--- src/rtl/swqt_pkg.sv ---
// ---------------------------------------------------------------------------
// swqt_pkg
// Shared types and constants of the semaphore wait queue table.
// ---------------------------------------------------------------------------
`timescale 1ns / 1ps
package swqt_pkg;
	localparam int NUM_PROCS_DEF = 32;
	localparam int KEY_BITS_DEF  = 32;

	typedef enum logic [1:0] {
		REQ_INSERT = 2'd0,
		REQ_PEEK   = 2'd1,
		REQ_REMOVE = 2'd2,
		REQ_POP    = 2'd3
	} req_t;

	typedef enum logic [1:0] {
		ST_OK       = 2'd0,
		ST_NOFREE   = 2'd1,
		ST_NOTFOUND = 2'd2,
		ST_BLOCKED  = 2'd3
	} stat_t;

	typedef enum logic [2:0] {
		S_IDLE,
		S_READ,
		S_SCAN,
		S_EXEC,
		S_DONE
	} state_t;

	// controller -> datapath
	typedef struct packed {
		logic load;   // capture request
		logic rd;     // read process tables
		logic scan;   // search descriptors
		logic exec;   // update tables, build result
	} cmd_t;
endpackage

--- src/rtl/semaphore_wait_queue_table.sv ---
// ---------------------------------------------------------------------------
// semaphore_wait_queue_table
// Active semaphore list: keyed FIFO queues of blocked processes.
// ---------------------------------------------------------------------------
// One item is in flight at a time. After the accept cycle the block reads
// the process entry, searches all descriptors for the key and a free slot,
// then updates the queue links and registers the result; out_valid rises
// in the DONE state after the update and holds until the result is taken.
// in_ready returns the cycle after that, so a new item is accepted only
// once the previous result has been taken; an output stall delays it.
// Status codes: ok, no free descriptor, not found or empty, already blocked.
// ---------------------------------------------------------------------------
`timescale 1ns / 1ps
module semaphore_wait_queue_table import swqt_pkg::*; #(
	parameter int NUM_PROCS = NUM_PROCS_DEF,
	parameter int KEY_BITS  = KEY_BITS_DEF
) (
	input  logic        clk,
	input  logic        arst_n,
	input  logic        in_valid,
	output logic        in_ready,
	input  logic [1:0]  req_type,
	input  logic [31:0] sem_key,
	input  logic [4:0]  proc_id,
	output logic        out_valid,
	input  logic        out_ready,
	output logic [1:0]  status,
	output logic        proc_valid,
	output logic [4:0]  proc_out
);
	cmd_t cmd;

	// sequencer
	swqt_ctrl u_ctrl (
		.clk, .arst_n, .in_valid, .in_ready, .out_valid, .out_ready, .cmd
	);

	// tables and result register
	swqt_dp #(.NUM_PROCS(NUM_PROCS), .KEY_BITS(KEY_BITS)) u_dp (
		.clk, .arst_n, .cmd, .req_type, .sem_key, .proc_id,
		.status, .proc_valid, .proc_out
	);
endmodule

--- src/rtl/swqt_ctrl.sv ---
// ---------------------------------------------------------------------------
// swqt_ctrl
// Request sequencer: load, read, search, execute, deliver.
// ---------------------------------------------------------------------------
`timescale 1ns / 1ps
module swqt_ctrl import swqt_pkg::*; (
	input  logic clk,
	input  logic arst_n,
	input  logic in_valid,
	output logic in_ready,
	output logic out_valid,
	input  logic out_ready,
	output cmd_t cmd
);
	state_t state_q, state_d;

	always_ff @(posedge clk or negedge arst_n) begin
		if (!arst_n) state_q <= S_IDLE;
		else state_q <= state_d;
	end

	always_comb begin
		state_d = state_q;
		cmd = '0;
		in_ready = 1'b0;
		out_valid = 1'b0;
		case (state_q)
			S_IDLE: begin
				in_ready = 1'b1;
				if (in_valid) begin
					cmd.load = 1'b1;
					state_d = S_READ;
				end
			end
			S_READ: begin
				cmd.rd = 1'b1;
				state_d = S_SCAN;
			end
			S_SCAN: begin
				cmd.scan = 1'b1;
				state_d = S_EXEC;
			end
			S_EXEC: begin
				cmd.exec = 1'b1;
				state_d = S_DONE;
			end
			S_DONE: begin
				out_valid = 1'b1;
				if (out_ready) state_d = S_IDLE;
			end
			default: state_d = S_IDLE;
		endcase
	end
endmodule

--- src/rtl/swqt_dp.sv ---
// ---------------------------------------------------------------------------
// swqt_dp
// Descriptor and process tables with key search and queue link update.
// ---------------------------------------------------------------------------
`timescale 1ns / 1ps
module swqt_dp import swqt_pkg::*; #(
	parameter int NUM_PROCS = NUM_PROCS_DEF,
	parameter int KEY_BITS  = KEY_BITS_DEF
) (
	input  logic        clk,
	input  logic        arst_n,
	input  cmd_t        cmd,
	input  logic [1:0]  req_type,
	input  logic [31:0] sem_key,
	input  logic [4:0]  proc_id,
	output logic [1:0]  status,
	output logic        proc_valid,
	output logic [4:0]  proc_out
);
	localparam int PW = $clog2(NUM_PROCS);
	localparam int DW = $clog2(NUM_PROCS + 1);

	logic [NUM_PROCS-1:0] desc_active_q, proc_blocked_q;
	logic [KEY_BITS-1:0]  desc_key_q [NUM_PROCS];
	logic [PW-1:0]        desc_head_q [NUM_PROCS];
	logic [PW-1:0]        desc_tail_q [NUM_PROCS];
	logic [KEY_BITS-1:0]  proc_key_q [NUM_PROCS];
	logic [PW-1:0]        proc_next_q [NUM_PROCS];
	logic [PW-1:0]        proc_prev_q [NUM_PROCS];

	req_t                req_q;
	logic [KEY_BITS-1:0] key_q;
	logic                pid_ok_q;
	logic [PW-1:0]       pid_q;
	logic                blk_q;
	logic [KEY_BITS-1:0] skey_q;
	logic                hit_q, free_ok_q;
	logic [PW-1:0]       hit_idx_q, free_idx_q;
	logic [1:0]          status_q;
	logic                pv_q;
	logic [4:0]          pout_q;

	logic [KEY_BITS-1:0] skey;
	logic                hit, free_ok;
	logic [PW-1:0]       hit_idx, free_idx;

	// search key: named removal uses the key the process waits on
	always_comb begin
		skey = (req_q == REQ_REMOVE) ? skey_q : key_q;
		hit = 1'b0;
		hit_idx = '0;
		free_ok = 1'b0;
		free_idx = '0;
		for (int d = NUM_PROCS - 1; d >= 0; d--) begin
			if (desc_active_q[d] && desc_key_q[d] == skey) begin
				hit = 1'b1;
				hit_idx = PW'(d);
			end
			if (!desc_active_q[d]) begin
				free_ok = 1'b1;
				free_idx = PW'(d);
			end
		end
	end

	logic [DW-1:0] pid_ext;
	assign pid_ext = DW'(proc_id);

	always_ff @(posedge clk or negedge arst_n) begin
		if (!arst_n) begin
			desc_active_q  <= '0;
			proc_blocked_q <= '0;
		end else if (cmd.exec) begin
			if (req_q == REQ_INSERT && pid_ok_q && !blk_q &&
			    (hit_q || free_ok_q)) begin
				proc_blocked_q[pid_q] <= 1'b1;
				if (!hit_q) desc_active_q[free_idx_q] <= 1'b1;
			end else if ((req_q == REQ_REMOVE && pid_ok_q && blk_q && hit_q) ||
			             (req_q == REQ_POP && hit_q)) begin
				proc_blocked_q[(req_q == REQ_POP) ? desc_head_q[hit_idx_q] : pid_q]
					<= 1'b0;
				if (desc_head_q[hit_idx_q] == desc_tail_q[hit_idx_q])
					desc_active_q[hit_idx_q] <= 1'b0;
			end
		end
	end

	logic [PW-1:0] p, h, t, pr, nx;
	always_comb begin
		h  = desc_head_q[hit_idx_q];
		t  = desc_tail_q[hit_idx_q];
		p  = (req_q == REQ_POP) ? h : pid_q;
		pr = proc_prev_q[p];
		nx = proc_next_q[p];
	end

	always_ff @(posedge clk) begin
		if (cmd.load) begin
			req_q    <= req_t'(req_type);
			key_q    <= KEY_BITS'(sem_key);
			pid_ok_q <= pid_ext < DW'(NUM_PROCS);
			pid_q    <= PW'(proc_id);
		end
		if (cmd.rd) begin
			blk_q  <= proc_blocked_q[pid_q];
			skey_q <= proc_key_q[pid_q];
		end
		if (cmd.scan) begin
			hit_q      <= hit;
			hit_idx_q  <= hit_idx;
			free_ok_q  <= free_ok;
			free_idx_q <= free_idx;
		end
		if (cmd.exec) begin
			status_q <= ST_NOTFOUND;
			pv_q     <= 1'b0;
			pout_q   <= '0;
			case (req_q)
				REQ_INSERT: begin
					if (pid_ok_q) begin
						if (blk_q) status_q <= ST_BLOCKED;
						else if (hit_q) begin
							proc_next_q[t] <= pid_q;
							proc_prev_q[pid_q] <= t;
							desc_tail_q[hit_idx_q] <= pid_q;
							proc_key_q[pid_q] <= key_q;
							status_q <= ST_OK;
						end else if (free_ok_q) begin
							desc_key_q[free_idx_q]  <= key_q;
							desc_head_q[free_idx_q] <= pid_q;
							desc_tail_q[free_idx_q] <= pid_q;
							proc_key_q[pid_q] <= key_q;
							status_q <= ST_OK;
						end else status_q <= ST_NOFREE;
					end
				end
				REQ_PEEK: begin
					if (hit_q) begin
						status_q <= ST_OK;
						pv_q <= 1'b1;
						pout_q <= 5'(h);
					end
				end
				default: begin
					if ((req_q == REQ_POP || (pid_ok_q && blk_q)) && hit_q) begin
						status_q <= ST_OK;
						pv_q <= 1'b1;
						pout_q <= 5'(p);
						if (h == p && t == p) begin
						end else if (h == p) desc_head_q[hit_idx_q] <= nx;
						else if (t == p) desc_tail_q[hit_idx_q] <= pr;
						else begin
							proc_next_q[pr] <= nx;
							proc_prev_q[nx] <= pr;
						end
					end
				end
			endcase
		end
	end

	assign status     = status_q;
	assign proc_valid = pv_q;
	assign proc_out   = pout_q;
endmodule

--- config.mk ---
export PLATFORM = sky130hd
export DESIGN_NAME = semaphore_wait_queue_table
export DESIGN_NICKNAME = d
export VERILOG_FILES = /design/src/rtl/swqt_pkg.sv /design/src/rtl/semaphore_wait_queue_table.sv /design/src/rtl/swqt_ctrl.sv /design/src/rtl/swqt_dp.sv
export SDC_FILE = /design/constraint.sdc
export NUM_CORES = 2
export LEC_CHECK = 0
export BUFFER_PORTS_ARGS = -buffer_cell sky130_fd_sc_hd__buf_2
export CORE_MARGIN = 8
export CORE_UTILIZATION = 40
export CTS_CLUSTER_DIAMETER = 100
export DETAILED_ROUTE_END_ITERATION = 8
export PLACE_DENSITY = 0.64
export SETUP_SLACK_MARGIN = 0.1
export SLEW_MARGIN = 30
export SYNTH_ARGS = -nofsm -noshare
export SYNTH_HDL_FRONTEND = slang
export SYNTH_SLANG_ARGS = --single-unit
--- constraint.sdc ---
create_clock -name clk -period 6.75 [get_ports clk]
set_clock_uncertainty 0.2 [all_clocks]
set_input_delay 0 -clock clk [delete_from_list [all_inputs] [get_ports clk]]
set_output_delay 0 -clock clk [all_outputs]
set_load 0.02 [all_outputs]
== Word-level counts from Yosys, hierarchy flattened ==
Memories as Yosys holds them, arrays and structs flattened. A register that Yosys moved wholly into a read port is not among the register bits.
Cells that the tools add are included.
Word-level totals
  register bits after elaboration: 128
  bits in latches: 0
  bits in writable memories: 2688
  memory bits (read-only): 0
  input port bits: 43
  output and inout bits: 10
  logic and storage cells: 314
  memories: 6
Cells by class
  add/subtract/negate cells: 0
  $mul: 0
  div/mod/pow operators: 0
  magnitude comparators: 9
  eq/ne operators: 45
  shift operators: 0
  multiplexer cells: 151
  bitwise logic cells: 8
  reduce and logical (&&, ||, !) cells: 72
Memories
  u_dp.desc_key_q: words 32, bits a word 32, rd ports 32, clocked after memory_dff 0, write ports 1, line swqt_dp.sv:24  | logic [KEY_BITS-1:0] desc_key_q [NUM_PROCS];
  u_dp.proc_key_q: words 32, bits a word 32, rd ports 1, clocked after memory_dff 1, write ports 1, line swqt_dp.sv:27  | logic [KEY_BITS-1:0] proc_key_q [NUM_PROCS];
  u_dp.desc_head_q: words 32, bits a word 5, rd ports 1, clocked after memory_dff 0, write ports 1, line swqt_dp.sv:25  | logic [PW-1:0] desc_head_q [NUM_PROCS];
  u_dp.desc_tail_q: words 32, bits a word 5, rd ports 1, clocked after memory_dff 0, write ports 1, line swqt_dp.sv:26  | logic [PW-1:0] desc_tail_q [NUM_PROCS];
  u_dp.proc_next_q: words 32, bits a word 5, rd ports 1, clocked after memory_dff 0, write ports 1, line swqt_dp.sv:28  | logic [PW-1:0] proc_next_q [NUM_PROCS];
  u_dp.proc_prev_q: words 32, bits a word 5, rd ports 1, clocked after memory_dff 0, write ports 1, line swqt_dp.sv:29  | logic [PW-1:0] proc_prev_q [NUM_PROCS];
Operators with widths (number)
  32-bit == test: 32
  32-bit two-way mux: 8
  5-bit two-way mux: 44
  32-bit AND: 2
  4-bit two-way mux: 16
  32-bit inverter: 2
  32-bit OR: 2
  1-bit two-way mux: 55
  1-bit logical AND: 46
  31-bit AND reduction: 1
  31-bit OR reduction: 1
  5-bit by 6-bit less-than comparator with 1-bit output, second input constant: 5
  3-bit two-way mux: 10
  1-bit demux with 5-bit select: 4
  5-bit by 1-bit >= comparator with 1-bit output, second input constant: 4
  5-bit OR reduction: 4
  2-bit two-way mux: 9
  16-bit AND reduction: 1
  16-bit OR reduction: 1
  5-bit == test: 3
  3-bit one-hot mux with 5 select lines: 1
  5-bit one-hot mux with 2 select lines: 1
  4-bit AND reduction: 2
  8-bit AND reduction: 1
  19 further kinds: 30

== Depth between registers and ports, before layout ==
  depth after elaboration: 35
  gate-level depth with buffers: 22
  mapped depth without buffers: 15

== Modules after synthesis ==
A second synthesis with hierarchy kept.
Second synthesis, totals
  cell total of the unflattened synthesis: 6443
  area total of the unflattened synthesis: 114732.5 um^2
By module, submodules not included
  swqt_dp: times used 1, cells an instance 6428, area an instance 114572.4 um^2, seq. area each 85081.6 um^2
  swqt_ctrl: times used 1, cells an instance 15, area an instance 160.2 um^2, seq. area each 75.1 um^2

== Least setup slack after synthesis ==
Ideal clock, no wire load.
  kind: reg-to-reg
  from: register u_dp.hit_idx_q[1]
  to: memory u_dp.desc_tail_q[0][4] in the netlist's numbering, data pin
  library setup time: 0.454 ns
  arrival time: 4.340 ns
  data required time: 6.096 ns
  path slack: 1.756 ns
  cell stages (with the launch flop): 16
  path buffers: 5
  period minus slack after synthesis: 4.994 ns
  cells stage by stage: edfxtp_1 -> buf_2 -> clkbuf_1 -> mux4_2 -> a221oi_2 -> nand3_2 -> nor2_1 -> or2_1 -> buf_2 -> buf_2 -> buf_2 -> nand2_1 -> a31oi_1 -> a22oi_1 -> and4_1 -> o21ai_0
Between the ends
  word-level cells in the longest chain between the ends: 12
  elaborated cells on any way between the ends: 16
  classes of those cells: 2 x eq/ne; 10 x mux; 1 x reduce/logical; 3 x memory
RTL lines
  start, declared: line swqt_dp.sv:38  | logic [PW-1:0] hit_idx_q, free_idx_q;
  start signal, assigned: line swqt_dp.sv:110  | hit_idx_q <= hit_idx;
  memory 32 x 5 bit
  5-bit two-way mux: line swqt_dp.sv:92  | p = (req_q == REQ_POP) ? h : pid_q;
  5-bit == test: line swqt_dp.sv:149, swqt_dp.sv:151
  1-bit two-way mux: line swqt_dp.sv:151  | else if (t == p) desc_tail_q[hit_idx_q] <= pr;
  1-bit two-way mux: line swqt_dp.sv:150  | end else if (h == p) desc_head_q[hit_idx_q] <= nx;
  1-bit two-way mux: line swqt_dp.sv:149  | if (h == p && t == p) begin
  1-bit two-way mux: line swqt_dp.sv:145  | if ((req_q == REQ_POP || (pid_ok_q && blk_q)) && hit_q) begin
  1-bit two-way mux: line swqt_dp.sv:118  | case (req_q)
  1-bit two-way mux: line swqt_dp.sv:114  | if (cmd.exec) begin
  1-bit two-way mux (not written as such): line swqt_dp.sv:151
  5-bit two-way mux (no line) (*) (2 in a row)
  end, declared: line swqt_dp.sv:26
Every way passes the cells marked *; elsewhere a longest branch is shown, timed or not.

== Final worst setup path ==
  from: register u_dp.req_q[1]
  to: register u_dp.hit_idx_q[0], data pin
Between the ends
  word-level cells in the longest chain between the ends: 35
  elaborated cells on any way between the ends: 97
  classes of those cells: 33 x eq/ne; 32 x mux; 32 x reduce/logical
RTL lines
  start, declared: line swqt_dp.sv:31  | req_t req_q;
  start signal, assigned: line swqt_dp.sv:99  | req_q <= req_t'(req_type);
  2-bit == test (*): line swqt_dp.sv:49  | skey = (req_q == REQ_REMOVE) ? skey_q : key_q;
  32-bit two-way mux (*): line swqt_dp.sv:49
  32-bit == test: line swqt_dp.sv:55  | if (desc_active_q[d] && desc_key_q[d] == skey) begin
  1-bit logical AND: line swqt_dp.sv:55
  5-bit two-way mux (16 in a row): line swqt_dp.sv:55
  4-bit two-way mux (8 in a row): line swqt_dp.sv:55
  3-bit two-way mux (4 in a row): line swqt_dp.sv:55
  2-bit two-way mux (2 in a row): line swqt_dp.sv:55
  1-bit two-way mux: line swqt_dp.sv:55
Marks and branches as above.
A chain may end at the register's enable or synchronous reset.

==> run_results.csv <==
group,metric,value,unit
logic_synthesis,yosys-top-cells-count,"edfxtp_1 (2780), xor2_1 (715), mux4_2 (338), xnor2_1 (300), nor2_1 (287)",
cts,clk_pin_slew,60,ps
logic_synthesis,syn_area_per_cell,18.0,sq um
setup_path,cpMaxStageDelayCell,"mux2i_4",
logic_synthesis,async_flop_share,2.35,%
logic_synthesis,syn_inst,6365,
floorplanning,rows,196,
placed_design,gp_congestion,0.921,
power,p_leak,42.3,nW
logic_synthesis,syn_area,114000,sq um
setup_path,path_max_fanout,17,
logic_synthesis,yosysTopAreaCell,"edfxtp_1",
power,p_clk_share,33.7,%
grt,overflow,0,
status,status,"completed",
logic_synthesis,yosysSeqAreaShare,74.5,%
grt,grt_usage,22.2,%
placed_design,place_ws,475,ps
detailed_routing,wire_per_inst,31.7,microns
cts,clkLatencyLatePin,960,ps
placed_design,dp_hpwl,205,mm
setup_path,crit_chain,"nor2b_1, mux2i_4, buf_12, xnor2_1, nor4_1, nand4_1, nor3_1, o21bai_1, a21oi_1, o21ai_0, a21oi_1, or3_1, a21oi_1, o41ai_1, a21oi_1",
grt,grt_pass1_wl,480,mm
finish,areaGrowthSynthToFinish,15.8,%
power,ir_drop,308,uV
logic_synthesis,synth_fp_nets,6408,
logic_synthesis,synth_xor_area_share,7.78,%
cts,cts_buffers,303,
cts,clk_path_buf_depth,4,
logic_synthesis,synth-edff-count,2780,
setup_path,critPathLaunchType,"flip-flop",
timing,worst_pin_slew,1070,ps
placed_design,dpl.cell_count,10200,
setup_path,r2r-start,"u_dp.req_q[1]",
setup_path,max_stage_delay,1010,ps
floorplanning,die_y,551,microns
timing,drv_slew,0,
power,power_frac_comb,22.6,%
timing,whs,79.0,ps
setup_path,critPathCaptureType,"flip-flop",
cts,cts-root-buf,"clkbuf_16",
floorplanning,pin_count,53,
worst_hold_path,hold_class,"input port to flip-flop",
detailed_routing,viasPerCell,5.92,
grt,grt_pass1_vias,63200,
finish,multi_input_area,28300,sq um
finish,instances_no_fill,10800,
finish,nets,6871,
logic_synthesis,synth.area.mux_share,8.01,%
logic_synthesis,synth_fa_ha_area_share,0,%
timing,setup_slack,365,ps
power,p_int,33.7,mW
logic_synthesis,synth-simple-area-share,5.06,%
run,cap_violations,0,
detailed_routing,first_iter_violations,9380,
timing,setup_viol,0,
detailed_routing,drt-pass1-iter-count,7,
timing,slew_headroom,27.2,%
placed_design,io_buffers,52,
logic_synthesis,synth_top_family_by_area,"multiplexers",
setup_path,worstPathRequired,7190,ps
floorplanning,die-area,303000,sq um
finish,drive_gt1_share,18.5,%
detailed_routing,route.detailed.drc,0,
logic_synthesis,synth_ff_type,"edfxtp_1",
grt,grt_max_degree,101,
logic_synthesis,ys_types,76,
cts,htreeDepth,5,
floorplanning,initial_core_util,40.1,%
logic_synthesis,yosys-top-cells-area,"edfxtp_1 (73%), mux4_2 (6.7%), xor2_1 (5.5%), xnor2_1 (2.3%), dfrtp_1 (1.5%)",
timing,fin_crit,6380,ps
logic_synthesis,synth_top_area_share,73.0,%
timing,max_freq,157,MHz
cts,cts_resized,0,
timing,finalHoldViolations,0,
power,switching_share,30.4,%
timing,period_share,94.6,%
logic_synthesis,yosysWarnings,0,
setup_path,worstPathArrival,6830,ps
timing,finalSetupTns,0,ps
setup_path,critPathKind,"flip-flop to flip-flop",
finish,seqCellArea,85200,sq um
worst_hold_path,holdCritStartpoint,"sem_key[11]",
finish,n_fill_cell,23600,
timing,rsz0062_at_grt,"no",
detailed_routing,ant_nets,0,
power,powerDensity,366,nW/um^2
logic_synthesis,synth_seq_cells,2847,
grt,antenna_found_initial,20,
setup_path,crit_start,"u_dp.req_q[1]",
floorplanning,coreArea,285000,sq um
detailed_routing,via_count,64000,
cts,clock_sinks,2847,
power,p_switching,14.8,mW
detailed_routing,postRouteWirelength,343,mm
logic_synthesis,yosysMostFrequentCell,"edfxtp_1",
setup_path,cp_common_cell,"a21oi_1",
floorplanning,die_x,551,microns
power,pwr-share-seq,43.7,%
cts,cts_tree,"yes",
logic_synthesis,synth_compound_area_share,3.16,%
## per-stage QoR
step	utilization [%]	total power, mW	cell area (sq um)
final	46.5	48.5	132000
after global routing	46.5	49.7	132000
after CTS	46.4	48.4	132000
after detailed placement	42.7	32.3	122000
after global placement	42.6	32.2	121000
after floorplan	-	27.3	114000
## kinds of logic after synthesis
| kind of cell | count (synthesis) |
|---|---|
| buffers and inverters | 355 |
| xor gates and xnor gates | 1015 |
| DFF | 2847 |
| muxes | 485 |
| and+or+nand+nor | 1132 |
| AOI/OAI and AO/OA | 531 |
## metal layers
layer	share of wire (%)	global-route usage, %
met4	4.8	9.18
met5	0.011	0
met1	38	29.6
met2	47	35.5
met3	10	4.52
## final cells by class
type,count,share of cell area (%)
clock inverter,139,1.09
multi-input combinational,3163,21.4
clock buffer,380,6.17
sequential,2847,64.4
tap,3762,3.56
timing repair buffer,463,3.26
inverter,50,0.142
antenna,7,0.0132
## timing repair
| item | 4_1_cts | 5_1_grt |
|---|---|---|
| setup endpoints to repair | 0 | 1 |
| hold buffers | 85 | 0 |
| setup buffers | 0 | 3 |
| endpoints found under the hold margin | 147 | 0 |
## flip-flops by register name (all words and copies together), names as in the netlist, 160 cells and up
register,count
u_dp.proc_key_q,1024
u_dp.desc_tail_q,160
u_dp.desc_head_q,160
u_dp.proc_prev_q,160
u_dp.proc_next_q,160
u_dp.desc_key_q,1024
## path summary, 6_finish.rpt
path | endpoint | slack (ps) | cells after the start
worst max-delay path | u_dp.hit_idx_q[0] | 370 | 15
worst min-delay path | u_dp.key_q[11] | 80 | 3
worst max register to register | u_dp.hit_idx_q[0] | 370 | 15
worst min register to register | u_dp.proc_blocked_q[1] | 330 | 2
max in group asynchronous | u_ctrl.state_q[2] | 5910 | 4
min in group asynchronous | u_dp.proc_blocked_q[24] | 110 | 4
## layout by cell type, fill, tap and decap left out, drive strengths merged, types with 7 or more instances in the layout
| master | netlist | routed |
|---|---|---|
| a2bb2oi | 9 | 9 |
| a211oi | 28 | 28 |
| diode | 0 | 7 |
| nor3b | 10 | 10 |
| or2 | 17 | 17 |
| and3 | 13 | 13 |
| buf | 205 | 379 |
| clkbuf | 100 | 380 |
| xnor2 | 300 | 300 |
| mux2 | 15 | 15 |
| dfrtp | 67 | 67 |
| nand3 | 80 | 80 |
| nor3 | 25 | 25 |
| edfxtp | 2780 | 2780 |
| or3 | 17 | 17 |
| nand2b | 19 | 19 |
| a32oi | 26 | 26 |
| o22ai | 8 | 8 |
| xor2 | 715 | 715 |
| clkinvlp | 0 | 9 |
| clkinv | 3 | 99 |
| bufinv | 0 | 29 |
| o22a | 12 | 12 |
| a31oi | 29 | 29 |
| nand3b | 12 | 12 |
| o21ai | 69 | 69 |
| inv | 47 | 52 |
| a22oi | 179 | 179 |
| and2 | 25 | 25 |
| a21oi | 116 | 116 |
| mux4 | 338 | 338 |
| a221oi | 9 | 9 |
| nand4 | 244 | 244 |
| nor4 | 130 | 130 |
| nor2b | 24 | 24 |
| dlygate4sd3 | 0 | 84 |
| mux2i | 132 | 132 |
| nand2 | 214 | 214 |
| nor2 | 291 | 291 |
## power groups by stage
stage               sequential, mW  combinational, mW  clock [mW]
finish                        21.2               11.0        16.3
global route                  21.2               11.4        17.1
CTS                           21.2               10.8        16.5
detailed placement            21.5               10.7           0
global placement              21.5               10.7           0
floorplan                     21.6               5.73           0
## worst max-delay path: cells and delay by family (launching register included)
kind                      cells  cell delay, ps
AOI/OAI and AO/OA             7            1490
xor gates and xnor gates      1             110
buffers and inverters         1             310
DFF                           1             640
muxes                         1            1010
and+or+nand+nor               5            2250
Power figures use the tool's default switching activity.
